===== src/rtl/core/pzc_pkg.sv =====
// Package: widths, codes, payload and internal types of the zone clearance check.
`default_nettype none
package pzc_pkg;

  localparam int COORD_BITS    = 24;
  localparam int RAD_BITS      = COORD_BITS - 1;
  localparam int DIFF_BITS     = COORD_BITS + 1;
  localparam int PROD_BITS     = 2 * DIFF_BITS;
  localparam int SUM_BITS      = PROD_BITS + 1;
  localparam int MAG_BITS      = PROD_BITS;
  localparam int HALF_BITS     = MAG_BITS / 2;
  localparam int R2_BITS       = 2 * RAD_BITS;
  localparam int WIDE_BITS     = 2 * MAG_BITS;
  localparam int MAX_VERTICES  = 16;
  localparam int MAX_OBSTACLES = 16;
  localparam int MIN_VERTICES  = 3;
  localparam int RING_DEPTH    = 16;
  localparam int STEP_BITS     = $clog2(RING_DEPTH);
  localparam int SLOT_BITS     = 4;
  localparam int COUNT_BITS    = 5;
  localparam int CFG_IDX_BITS  = 2;
  localparam int EDGE_STAGES   = 6;

  localparam logic [1:0] OP_LOAD_VERTEX   = 2'd0;
  localparam logic [1:0] OP_LOAD_OBSTACLE = 2'd1;
  localparam logic [1:0] OP_CHECK         = 2'd2;

  localparam logic [CFG_IDX_BITS-1:0] CFG_BOUNDARY_COUNT = 2'd0;
  localparam logic [CFG_IDX_BITS-1:0] CFG_CYLINDER_COUNT = 2'd1;

  typedef enum logic [2:0] {
    VERDICT_CLEAR       = 3'd0,
    VERDICT_ON_EDGE     = 3'd1,
    VERDICT_NEAR_EDGE   = 3'd2,
    VERDICT_OUTSIDE     = 3'd3,
    VERDICT_IN_CYLINDER = 3'd4
  } verdict_t;

  typedef struct packed {
    logic [1:0]                   op;
    logic [SLOT_BITS-1:0]         slot;
    logic signed [COORD_BITS-1:0] north;
    logic signed [COORD_BITS-1:0] east;
    logic signed [COORD_BITS-1:0] down;
    logic [RAD_BITS-1:0]          radius;
    logic [RAD_BITS-1:0]          height;
  } item_t;

  typedef struct packed {
    logic       clear;
    logic [2:0] verdict;
  } result_t;

  typedef struct packed {
    logic signed [COORD_BITS-1:0] north;
    logic signed [COORD_BITS-1:0] east;
  } vertex_t;

  typedef struct packed {
    logic signed [COORD_BITS-1:0] north;
    logic signed [COORD_BITS-1:0] east;
    logic [RAD_BITS-1:0]          radius;
    logic [RAD_BITS-1:0]          height;
  } obstacle_t;

  typedef struct packed {
    vertex_t   vtx;
    obstacle_t obs;
  } entry_t;

  typedef struct packed {
    logic    valid;
    vertex_t a;
    vertex_t b;
  } edge_in_t;

  typedef struct packed {
    logic     valid;
    logic     toggle;
    verdict_t code;
  } edge_res_t;

  typedef struct packed {
    logic      valid;
    obstacle_t obs;
  } obs_in_t;

  typedef struct packed {
    logic valid;
    logic hit;
  } obs_res_t;

endpackage
`default_nettype wire


===== src/rtl/core/pzc_cell.sv =====
// One ring cell: holds a vertex and an obstacle entry, rotates to its neighbor.
`default_nettype none
module pzc_cell (
  input  wire logic                      clk,
  input  wire logic                      shift,
  input  wire logic                      load_vertex,
  input  wire logic                      load_obstacle,
  input  wire pzc_pkg::item_t            item,
  input  wire pzc_pkg::entry_t           shift_in,
  output pzc_pkg::entry_t                entry
);

  always_ff @(posedge clk) begin
    if (shift) begin
      entry <= shift_in;
    end else begin
      if (load_vertex) begin
        entry.vtx.north <= item.north;
        entry.vtx.east  <= item.east;
      end
      if (load_obstacle) begin
        entry.obs.north  <= item.north;
        entry.obs.east   <= item.east;
        entry.obs.radius <= item.radius;
        entry.obs.height <= item.height;
      end
    end
  end

endmodule
`default_nettype wire


===== config.mk =====
export PLATFORM = sky130hd
export DESIGN_NAME = pzc_cell
export DESIGN_NICKNAME = d
export VERILOG_FILES = /design/src/rtl/core/pzc_pkg.sv /design/src/rtl/core/pzc_cell.sv
export SDC_FILE = /design/constraint.sdc
export NUM_CORES = 1
export LEC_CHECK = 0
export BUFFER_PORTS_ARGS = -buffer_cell sky130_fd_sc_hd__clkbuf_2
export CORE_AREA = 2 2 159 161
export CTS_BUF_LIST = sky130_fd_sc_hd__clkbuf_4
export CTS_CLUSTER_SIZE = 14
export DETAILED_ROUTE_END_ITERATION = 8
export DIE_AREA = 0 0 161 163
export GPL_ROUTABILITY_DRIVEN = 1
export PLACE_DENSITY = 0.5
export SLEW_MARGIN = 15
export SYNTH_ARGS = -nofsm -noshare
export SYNTH_HDL_FRONTEND = slang
export SYNTH_SLANG_ARGS = --single-unit

===== constraint.sdc =====
create_clock -name clk -period 2.55 [get_ports clk]
set_input_delay 0.3825 -clock clk [delete_from_list [all_inputs] [get_ports clk]]
set_output_delay 0.3825 -clock clk [all_outputs]
set_load 0.01 [all_outputs]

# Word level (Yosys, flattened, before mapping)
# Cells that the tools add are included.
[totals] rom_bits=0 in_bits=270 mem_count=0 word_cells=11 latch_bits=0 reg_bits=142 ramBits=0 output_inout_bits=142
[classes] shifts=0 reduce_logical=2 mux=3 bitwise=0 n_div=0 addsub=0 n_eq_ne=0 n_lt_le_gt_ge=0 mul=0
[op_table] operator="2-to-1 mux 142 bit" n=1
[op_table] operator="2-to-1 mux 94 bit" n=1
[op_table] operator="2-to-1 mux 48 bit" n=1
[op_table] operator="nonzero test 2 bit" n=2

# Logic depth before layout (Yosys ltp)
[logic_depth] word_depth=2 ltp_mapped=4

# Worst setup path after synthesis
# Ideal clock, no wire load.
[synth_timing] path_kind="input -> register" start="in shift" end="reg entry[0] in the netlist's numbering, enable pin" cell_stages=4 path_slack_ns=0.153 n_path_buf=3 t_arrival_ns=1.984 required_time_ns=2.138 setup_ns=0.412 path_cell_list="buf_6 -> buf_6 -> buf_6 -> or2_2"
[synth_between] elab_chain_cells=1
[synth_lines] item="start, declared" line_no="pzc_cell.sv:5" text="input wire logic shift,"
[synth_lines] item="nonzero test 2 bit (no line)"
[synth_lines] item="end signal, assigned" line_no="pzc_cell.sv:15" text="entry <= shift_in;"
[synth_lines] item="end, declared" line_no="pzc_cell.sv:10" text="output pzc_pkg::entry_t entry"
# Every way passes these cells.
# A chain may end at the register's enable or synchronous reset.

# Worst setup path in the final report
[layout_timing] start="reg entry[21] in the netlist's numbering" end="out entry[21] in the netlist's numbering"
# No word-level cell between the ends.

==> qor.yml <==
route:
  wl_per_cell_um: 15.9
  wl_um: 16600
  ant_nets: 0
  drcViolationCount: 0
  first_pass_iters: 4
  drt_iter0_markers: 174
  vias: 4198
  viasPerCell: 4.04
place:
  gp_congestion: 0.786
  portBuffers: 381
  placed_area_mm2: 0.00850
  dpl.hpwl_um: 12600
clock_network:
  htreeDepth: 4
  cts_setup_buffers: 0
  numCtsBuffers: 17
  cts-root-buf: "clkbuf_4"
  cts.path.max_buffers: 2
  cts_tree: "done"
  post_cts_resized: 0
  postCtsHoldBufs: 0
  clk_pin_slew_worst_paths_ps: 140
  clock-sinks: 142
run:
  cap_violations: 0
worst_hold_path:
  hold_depth: 2
  hp-class: "primary input to register"
floorplan:
  die_height_um: 163
  core_mm2: 0.0247
  die-area_mm2: 0.0262
  pin_count: 412
  die_w_um: 161
  rows: 58
  start_util_pct: 25.2
global_routing:
  grt_remaining_overflow: 0
  grt_pass1_vias: 4577
  antenna_found_initial: 1
  grt_pass1_wl_um: 24600
  grt_max_degree: 92
  grt.total_usage_pct: 12.3
yosys:
  ys_seq_elements: 142
  synth_cells: 302
  synth_area_leaders: "edfxtp_1 (69%), mux2_2 (15%), mux2_4 (14%)"
  syn-cell-area_mm2: 0.00622
  syn_nets: 572
  syn_avg_cell_area_um2: 20.6
  yosys.area.top_type: "edfxtp_1"
  synth_top_area_share_pct: 68.5
  ys_seq_area_share_pct: 68.5
  synth_cell_type_count: 6
  ys_warn_count: 0
finish:
  largest_reg_flops: 142
  final_cell_mix: "clkbuf_2 (380), edfxtp_1 (142), mux2_2 (84)"
  fin_util_pct: 35.9
  final_common_cell: "clkbuf_2"
  syn2layout_area_growth_pct: 42.4
  largest-register: "entry"
  design_area_mm2: 0.00886
  reg.largest.list: "entry: 142 flops"
  drive_gt1_share_pct: 79.7
  layout.nets: 963
worst_setup_path:
  required_ps: 2170
  cp.depth: 1
  crit_fanout: 1
  start_kind: "register"
  end_kind: "output pin"
  crit_slowest_cell: "edfxtp_1"
  crit_chain: "clkbuf_2"
  cp.arrival_ps: 1130
  path_class: "register to output pin"
  cpLargestDelayFamily: "flip-flops"
  crit_buf_inv: 1
  slowest_delay_ps: 440
timing:
  max_freq_mhz: 663
  final.min_clock_period_ps: 1510
  period_share_pct: 59.1
  fin_tns_setup_ps: 0
  hold_slack_ps: 139
  setup_violations: 0
  rsz0062_at_grt: "no"
  tightest_slew_ps: 566
  slew_viol_final: 0
  slew_headroom_pct: 62.3
  finalHoldViolations: 0
status:
  status: "finished, final reports clean"
power:
  power_density_mw_per_mm2: 640
  irDropWorstVdd_v: 0.000309
  leakage_uw: 0.00407
  power.total_uw: 5670
==> power breakdown <==
part	total [µW]	switching [µW]	internal (µW)	leakage, µW
registers	2930	71.7	2860	0.00145
clock network	1780	876	907	0.000182
logic	951	450	500	0.00244
==> cell usage after synthesis, drive strengths merged <==
cell / number
or2: 2
edfxtp: 142
buf: 16
mux2: 142
==> final cells by class <==
type / count / area (µm²)
sequential: 142 / 4260
tap: 330 / 413
antenna: 4 / 10.0
clock buffer: 19 / 143
timing repair buffer: 388 / 1990
multi-input combinational: 144 / 1830
clock inverter: 13 / 209
fill: 2452 / 15800
==> per-stage QoR <==
stage | setup slack, ps | std cells
finish | 1040 | 1040
global route | 926 | 1039
CTS | 945 | 1036
detailed placement | 764 | 1004
global placement | 795 | 1004
floorplan | 153 | 302
==> per-layer routing <==
layer | part of all wire [%] | track usage, %
met2 | 52 | 21.8
met4 | 1.5 | 4.38
met5 | 0 | 0
met3 | 8.8 | 4.71
met1 | 38 | 13.6
==> cell families after synthesis <==
group / count (synthesis) / synth area share, %
buffers and inverters: 16 / 2.09
DFF: 142 / 68.5
muxes: 142 / 29.2
and+or+nand+nor: 2 / 0.201
==> final timing paths <==
check / slack (ps) / end / startpoint
max: 1040 / entry[21] / entry[21]
min: 140 / entry[83] / shift_in[83]
Power figures use the tool's default switching activity.
