--- src/rtl/core/pzc_pkg.sv ---
// Package: widths, codes, payload and internal types of the zone clearance check.
`default_nettype none
package pzc_pkg;

  localparam int COORD_BITS    = 24;
  localparam int RAD_BITS      = COORD_BITS - 1;
  localparam int DIFF_BITS     = COORD_BITS + 1;
  localparam int PROD_BITS     = 2 * DIFF_BITS;
  localparam int SUM_BITS      = PROD_BITS + 1;
  localparam int MAG_BITS      = PROD_BITS;
  localparam int HALF_BITS     = MAG_BITS / 2;
  localparam int R2_BITS       = 2 * RAD_BITS;
  localparam int WIDE_BITS     = 2 * MAG_BITS;
  localparam int MAX_VERTICES  = 16;
  localparam int MAX_OBSTACLES = 16;
  localparam int MIN_VERTICES  = 3;
  localparam int RING_DEPTH    = 16;
  localparam int STEP_BITS     = $clog2(RING_DEPTH);
  localparam int SLOT_BITS     = 4;
  localparam int COUNT_BITS    = 5;
  localparam int CFG_IDX_BITS  = 2;
  localparam int EDGE_STAGES   = 6;

  localparam logic [1:0] OP_LOAD_VERTEX   = 2'd0;
  localparam logic [1:0] OP_LOAD_OBSTACLE = 2'd1;
  localparam logic [1:0] OP_CHECK         = 2'd2;

  localparam logic [CFG_IDX_BITS-1:0] CFG_BOUNDARY_COUNT = 2'd0;
  localparam logic [CFG_IDX_BITS-1:0] CFG_CYLINDER_COUNT = 2'd1;

  typedef enum logic [2:0] {
    VERDICT_CLEAR       = 3'd0,
    VERDICT_ON_EDGE     = 3'd1,
    VERDICT_NEAR_EDGE   = 3'd2,
    VERDICT_OUTSIDE     = 3'd3,
    VERDICT_IN_CYLINDER = 3'd4
  } verdict_t;

  typedef struct packed {
    logic [1:0]                   op;
    logic [SLOT_BITS-1:0]         slot;
    logic signed [COORD_BITS-1:0] north;
    logic signed [COORD_BITS-1:0] east;
    logic signed [COORD_BITS-1:0] down;
    logic [RAD_BITS-1:0]          radius;
    logic [RAD_BITS-1:0]          height;
  } item_t;

  typedef struct packed {
    logic       clear;
    logic [2:0] verdict;
  } result_t;

  typedef struct packed {
    logic signed [COORD_BITS-1:0] north;
    logic signed [COORD_BITS-1:0] east;
  } vertex_t;

  typedef struct packed {
    logic signed [COORD_BITS-1:0] north;
    logic signed [COORD_BITS-1:0] east;
    logic [RAD_BITS-1:0]          radius;
    logic [RAD_BITS-1:0]          height;
  } obstacle_t;

  typedef struct packed {
    vertex_t   vtx;
    obstacle_t obs;
  } entry_t;

  typedef struct packed {
    logic    valid;
    vertex_t a;
    vertex_t b;
  } edge_in_t;

  typedef struct packed {
    logic     valid;
    logic     toggle;
    verdict_t code;
  } edge_res_t;

  typedef struct packed {
    logic      valid;
    obstacle_t obs;
  } obs_in_t;

  typedef struct packed {
    logic valid;
    logic hit;
  } obs_res_t;

endpackage
`default_nettype wire

--- src/rtl/core/pzc_obstacle_unit.sv ---
// Three-stage cylinder overlap pipeline: horizontal distance and altitude.
`default_nettype none
module pzc_obstacle_unit (
  input  wire logic                                  clk,
  input  wire logic                                  rst,
  input  wire pzc_pkg::obs_in_t                      obs_in,
  input  wire logic signed [pzc_pkg::COORD_BITS-1:0] pn,
  input  wire logic signed [pzc_pkg::COORD_BITS-1:0] pe,
  input  wire logic signed [pzc_pkg::COORD_BITS-1:0] pd,
  input  wire logic [pzc_pkg::RAD_BITS-1:0]          r,
  output pzc_pkg::obs_res_t                          res
);

  logic [1:0] vld;
  logic signed [pzc_pkg::DIFF_BITS-1:0] dn, de, neg_pd, lim;
  logic [pzc_pkg::COORD_BITS-1:0]       rr;
  logic                                 h_ok1, h_ok2;
  logic signed [pzc_pkg::PROD_BITS-1:0] dn2, de2;
  logic [2*pzc_pkg::COORD_BITS-1:0]     rr2;

  always_comb begin
    neg_pd = -pzc_pkg::DIFF_BITS'(pd);
    lim    = $signed(pzc_pkg::DIFF_BITS'(obs_in.obs.height) + pzc_pkg::DIFF_BITS'(r));
  end

  always_ff @(posedge clk) begin
    if (rst) begin
      vld <= '0;
    end else begin
      vld <= {vld[0], obs_in.valid};
    end
  end

  always_ff @(posedge clk) begin
    dn    <= pzc_pkg::DIFF_BITS'(pn) - pzc_pkg::DIFF_BITS'(obs_in.obs.north);
    de    <= pzc_pkg::DIFF_BITS'(pe) - pzc_pkg::DIFF_BITS'(obs_in.obs.east);
    rr    <= pzc_pkg::COORD_BITS'(obs_in.obs.radius) + pzc_pkg::COORD_BITS'(r);
    h_ok1 <= neg_pd < lim;

    dn2   <= dn * dn;
    de2   <= de * de;
    rr2   <= rr * rr;
    h_ok2 <= h_ok1;

    if (rst) begin
      res.valid <= 1'b0;
    end else begin
      res.valid <= vld[1];
    end
    res.hit <= h_ok2 && ((pzc_pkg::SUM_BITS'(dn2) + pzc_pkg::SUM_BITS'(de2)) <
                         $signed(pzc_pkg::SUM_BITS'(rr2)));
  end

endmodule
`default_nettype wire

--- config.mk ---
export PLATFORM = sky130hd
export DESIGN_NAME = pzc_obstacle_unit
export DESIGN_NICKNAME = d
export VERILOG_FILES = /design/src/rtl/core/pzc_pkg.sv /design/src/rtl/core/pzc_obstacle_unit.sv
export SDC_FILE = /design/constraint.sdc
export NUM_CORES = 2
export LEC_CHECK = 0
export BUFFER_PORTS_ARGS = -buffer_cell sky130_fd_sc_hd__buf_2
export CORE_MARGIN = 8
export CORE_UTILIZATION = 65
export CTS_CLUSTER_SIZE = 20
export DETAILED_ROUTE_END_ITERATION = 16
export PLACE_DENSITY = 0.93
export SETUP_SLACK_MARGIN = 0.5
export SYNTH_ARGS = -nofsm -noshare
export SYNTH_HDL_FRONTEND = slang
export SYNTH_SLANG_ARGS = --single-unit
export TNS_END_PERCENT = 100
--- constraint.sdc ---
create_clock -name clk -period 18.87 [get_ports clk]
set_clock_uncertainty 0.2 [all_clocks]
set_input_delay 0.9435 -clock clk [delete_from_list [all_inputs] [get_ports clk]]
set_output_delay 0.9435 -clock clk [all_outputs]
set_load 0.02 [all_outputs]
# Word level (Yosys, flattened, before mapping)

Index checks and enable logic that the tools add are counted.

Memories: 0
Logic and storage cells: 23
Bits in read-only memories: 0
Memory bits (writable): 0
Bits in registers: 228
Latch bits: 0
Input port bits: 192
Output and inout bits: 2

Bitwise operators: 0
Equality and inequality tests: 0
Magnitude comparators: 2
Muxes and demuxes: 0
Multiply operators: 3
Add/sub/neg operators: 6
Shift operators: 0
Reductions and logical operators: 1
Divide/modulo/power cells: 0

Operator list:

| operator                                        | number |
|---|---|
| 25-bit by 25-bit multiplier with 50-bit output  | 2 |
| 50-bit by 50-bit adder with 51-bit output       | 1 |
| 51-bit by 49-bit < comparator with 1-bit output | 1 |
| 24-bit by 24-bit subtractor with 25-bit output  | 2 |
| 23-bit by 23-bit adder with 24-bit output       | 2 |
| 24-bit by 24-bit multiplier with 48-bit output  | 1 |
| 25-bit < comparator                             | 1 |
| 24-bit negator with 25-bit output               | 1 |
| 1-bit logical AND                               | 1 |

# Logic depth before layout (Yosys ltp)

Depth in word-level cells: 3
Depth in mapped cells: 28
Gate-level depth less buffers: 27

# Least setup slack after synthesis

No wires, ideal clock.

Kind: register to register
Start point: register dn[15] (netlist name)
End point: register dn2[49] (netlist name)
Slack: 11.398 ns
Period minus slack after synthesis: 7.472 ns
Setup time: 0.122 ns
Required time: 18.548 ns
Buffers on the path: 1
Arrival time: 7.150 ns
Stages on the path, launching flop included: 28
Cells stage by stage: dfxtp_1 > clkbuf_1 > nand2_1 > fa_1 > inv_1 > fa_1 > inv_1 > fa_1 > inv_1 > fa_1 > inv_1 > fa_1 > inv_1 > fa_1 > inv_1 > fa_1 > inv_1 > ha_1 > nand4_1 > or2_4 > nor4_4 > o311ai_2 > a2111oi_4 > a21oi_2 > a311oi_4 > a211oi_1 > a211oi_2 > xnor2_1

Cells in the longest elaborated chain, start to end: 1

Ends and longest elaborated chain:

| what                                           | RTL line                | text |
|---|---|---|
| start: declaration                             | pzc_obstacle_unit.sv:15 | `logic signed [pzc_pkg::DIFF_BITS-1:0] dn, de, neg_pd, lim;` |
| start signal: assignment                       | pzc_obstacle_unit.sv:35 | `dn <= pzc_pkg::DIFF_BITS'(pn) - pzc_pkg::DIFF_BITS'(obs_in.obs.north);` |
| 25-bit by 25-bit multiplier with 50-bit output | pzc_obstacle_unit.sv:40 | `dn2 <= dn * dn;` |
| end signal: assignment                         | pzc_obstacle_unit.sv:40 |  |
| end: declaration                               | pzc_obstacle_unit.sv:18 | `logic signed [pzc_pkg::PROD_BITS-1:0] dn2, de2;` |

No other way between the ends.
A chain may end at the register's enable or synchronous reset.

# Worst setup path in the final report

Start point: register de[1] (netlist name)
End point: register de2[49] (netlist name)

Cells in the longest elaborated chain, start to end: 1

Ends and longest elaborated chain:

| what                                           | RTL line                | text |
|---|---|---|
| start: declaration                             | pzc_obstacle_unit.sv:15 |  |
| start signal: assignment                       | pzc_obstacle_unit.sv:36 | `de <= pzc_pkg::DIFF_BITS'(pe) - pzc_pkg::DIFF_BITS'(obs_in.obs.east);` |
| 25-bit by 25-bit multiplier with 50-bit output | pzc_obstacle_unit.sv:41 | `de2 <= de * de;` |
| end signal: assignment                         | pzc_obstacle_unit.sv:41 |  |
| end: declaration                               | pzc_obstacle_unit.sv:18 |  |

No other way between the ends.

==> Implementation_results.wiki <==
{| class="wikitable"
! Metric !! Value
|-
| Number of buffers added to fix hold violations after cts || 0
|-
| Warning count from the yosys run || 0
|-
| Sequential fraction of the synthesis area || 0.06447
|-
| Post-synth top area cell || fa_1
|-
| All-layer global routing usage || 0.3110
|-
| Critical path, cell by cell || nand2_1 -> inv_1 -> fa_1 -> fa_1 -> inv_1 -> fa_1 -> inv_1 -> fa_1 -> fa_1 -> fa_1 -> fa_1 -> ha_1 -> a21oi_1 -> o21bai_1 -> a21oi_1 -> o21ai_0 -> a211oi_1 -> o21bai_1 -> a31o_2 -> a211o_1 -> a21oi_2 -> xnor2_1
|-
| Floorplan die height || between 300 and 400 um
|-
| Final count of hold timing violations || 0
|-
| Number of distinct library cells after synthesis || 84
|-
| Max FO, Critical Path || 28
|-
| Post-Synthesis Net Count || 9984
|-
| CP Buf/Inv Count || 3
|-
| Via Count || slightly above 50000
|-
| Minimum clock period after layout || 8882 ps
|-
| Hold/Removal Path Class || register to register
|-
| Initial cell density of the core || 0.6535
|-
| TritonCTS clock tree || yes
|-
| Placement Rows || 120
|-
| Gr ovfl total || 0
|-
| Critical Path AT || 9240 ps
|-
| Accumulated negative setup slack || 0 ps
|-
| Number of buffers added by the clock tree synthesis step || 29
|-
| DP Wirelength || 145700 um
|-
| Share of cells above drive strength 1 || 0.04481
|-
| Largest net degree at the start of global routing || 51
|-
| Master cell of the clock root buffer || clkbuf_16
|-
| Number of H-tree levels || 1
|-
| Worst setup SP type || register
|-
| Nets || 10090
|-
| First-pass iteration count of the detailed router || 6
|-
| Most frequent cell after synthesis || inv_1
|-
| Max-Slew Margin vs Limit || 0.1369
|-
| Wire length of the first global-routing pass || 294100 um
|-
| Cell count after synthesis || 7459
|-
| Number of antenna violations at the first check in global routing || 3
|-
| Top-level port count || 194
|-
| Number of max-slew violations in the final report || 0
|-
| Slowest stage delay, CP || 1120 ps
|-
| Number of endpoints failing setup at the final stage || 0
|-
| Number of clock sinks || 225
|-
| Slowest cell on the critical path || dfxtp_1
|-
| Full die area || 118200 sq um
|-
| Number of flops mapped to enable cells by yosys || 0
|-
| Number of input and output port buffers inserted || about 190
|-
| CP required || 19230 ps
|-
| Post-CTS setup buffer count || 0
|-
| Detailed-route vias per instance || roughly 5.8
|-
| Routed WL || 177900 um
|-
| Skew-Pair Late Insertion Delay || 650 ps
|-
| Die width || 343.8 um
|-
| Placed inst area || around 72000 sq um
|-
| Final Cell Area || approximately 73000 sq um
|-
| Fmax || 0.1126 GHz
|-
| Most prevalent standard cell on the critical path || fa_1
|-
| Routed wirelength normalized by instance count || 19.78 um
|-
| Combined area of all synthesized cells || 69860 sq um
|-
| Cell types with the largest area share after synthesis || fa_1, ha_1, inv_1
|-
| Cell type group with the largest total delay on the critical path || adder cells
|-
| Post-cts sizing count || 0
|-
| Max_cap viols || 0
|-
| Area of the core || 106900 sq um
|-
| Crit Path Category || register to register
|-
| Layout Area Growth over Synthesis || 4.966%
|-
| Status || completed
|-
| Setup repair after global routing missed its margin || no
|-
| ANT nets after route || 0
|-
| Drc violations || 0
|-
| Area fraction of the dominant cell type after synthesis || 0.4697
|-
| Crit share post-route || 0.4707
|-
| Actual slew at the worst max-slew pin || 1293 ps
|-
| Clock slew at reported path FFs || 80 ps
|-
| Longest Clk Path Bufs || 3
|-
| Nature of the critical path endpoint || register
|-
| Weighted congestion reported at the end of routability-driven placement || 0.9843
|-
| Leading post-synthesis cells by instance count || inv_1, fa_1, ha_1
|-
| Leading register cell type out of synthesis || dfxtp_1
|-
| Post-Synthesis Mean Instance Area || 9.366 sq um
|-
| Post-synth ARST share || 0
|-
| Number of global-route vias before repair || roughly 61000
|-
| Post-synthesis sequential element count || 225
|-
| Starting DRT DRC Count || 3714
|}
## worst register-to-register path, stage by stage, from the launching register on
cell      delay, ps
dfxtp_1        1120
nand2_1         240
inv_1           210
fa_1            570
fa_1            730
inv_1           230
fa_1            790
inv_1           300
fa_1            530
fa_1            570
fa_1            430
fa_1            450
ha_1            380
a21oi_1         280
o21bai_1        100
a21oi_1         230
o21ai_0         160
a211oi_1        350
o21bai_1        120
a31o_2          260
a211o_1         280
a21oi_2         150
xnor2_1         120
## logic make-up after synthesis
group | Yosys count | synth area share
compound gates | 716 | 0.06784
xor+xnor | 321 | 0.04024
fa+ha+maj | 2333 | 0.5940
buf+inv | 2356 | 0.1266
flops | 225 | 0.06447
mux | 8 | 0.001200
simple gates | 1500 | 0.1057
## flip-flops by register name, summed over array words and instances (netlist names)
register  flops
de2          49
rr2          47
rr           24
h_ok2         1
dn           25
de           25
h_ok1         1
res           2
dn2          49
vld           2
## metal layers
layer | vias to the layer above | GRT usage | routed length [um]
li1 | 22293 | - | -
met1 | 25852 | 0.3373 | 58570
met2 | 2713 | 0.5502 | 90570
met3 | 1056 | 0.06486 | 15130
met4 | 2 | 0.2032 | 13620
met5 | - | 0 | 12
## worst paths after layout
| kind | from | end | slack [ps] | cells past startpoint |
|---|---|---|---|---|
| max reg2reg | de[1] | de2[49] | 9990 | 22 |
| max | de[1] | de2[49] | 9990 | 22 |
| min | vld[0] | vld[1] | 250 | 1 |
| min reg2reg | vld[0] | vld[1] | 250 | 1 |
## per-stage QoR
step / util / std cells / hold WS [ps] / worst slack (ps)
3_3_place_gp: 0.6766 / 8937 / 221.8 / 10490
2_1_floorplan: - / 7459 / 109.6 / 11400
4_1_cts: 0.6859 / 8991 / 258.6 / 10170
3_5_place_dp: 0.6766 / 8937 / 246.0 / 10240
6_report: 0.6860 / 8992 / 252.3 / 9988
5_1_grt: 0.6859 / 8991 / 272.9 / 9674
## layout make-up
| class | instances | area, sq um |
|---|---|---|
| timing repair buffer | 244 | 1349 |
| inverter | 2187 | 8209 |
| tap | 1403 | 1755 |
| sequential | 225 | 4504 |
| clock buffer | 35 | 778.2 |
| clock inverter | 19 | 219.0 |
| fill | 7210 | 33570 |
| multi-input combinational | 4878 | 56510 |
| antenna | 1 | 2.502 |
## cells in the final DEF, fill, tap and decap left out, types with 22 or more instances in the layout
master | synthesis | routed
and3_1 | 22 | 22
and2_1 | 364 | 364
fa_1 | 1639 | 1639
ha_1 | 694 | 694
xnor2_1 | 223 | 223
nand2_1 | 599 | 599
clkbuf_16 | 0 | 29
nand2b_1 | 47 | 47
inv_1 | 2187 | 2187
buf_2 | 0 | 193
nand4_1 | 26 | 26
o21ai_0 | 116 | 116
nand3_1 | 59 | 59
nor2_1 | 188 | 188
a21o_1 | 128 | 128
nor2b_1 | 76 | 76
nor3_1 | 39 | 39
xor2_1 | 98 | 98
o21bai_1 | 39 | 39
a211oi_1 | 22 | 22
o21a_1 | 38 | 38
dfxtp_1 | 225 | 225
buf_4 | 0 | 51
a21oi_1 | 226 | 226
Power is left out: the tool's default activity adds up to more than one toggle a clock period on the data nets, which glitch-free logic cannot reach.
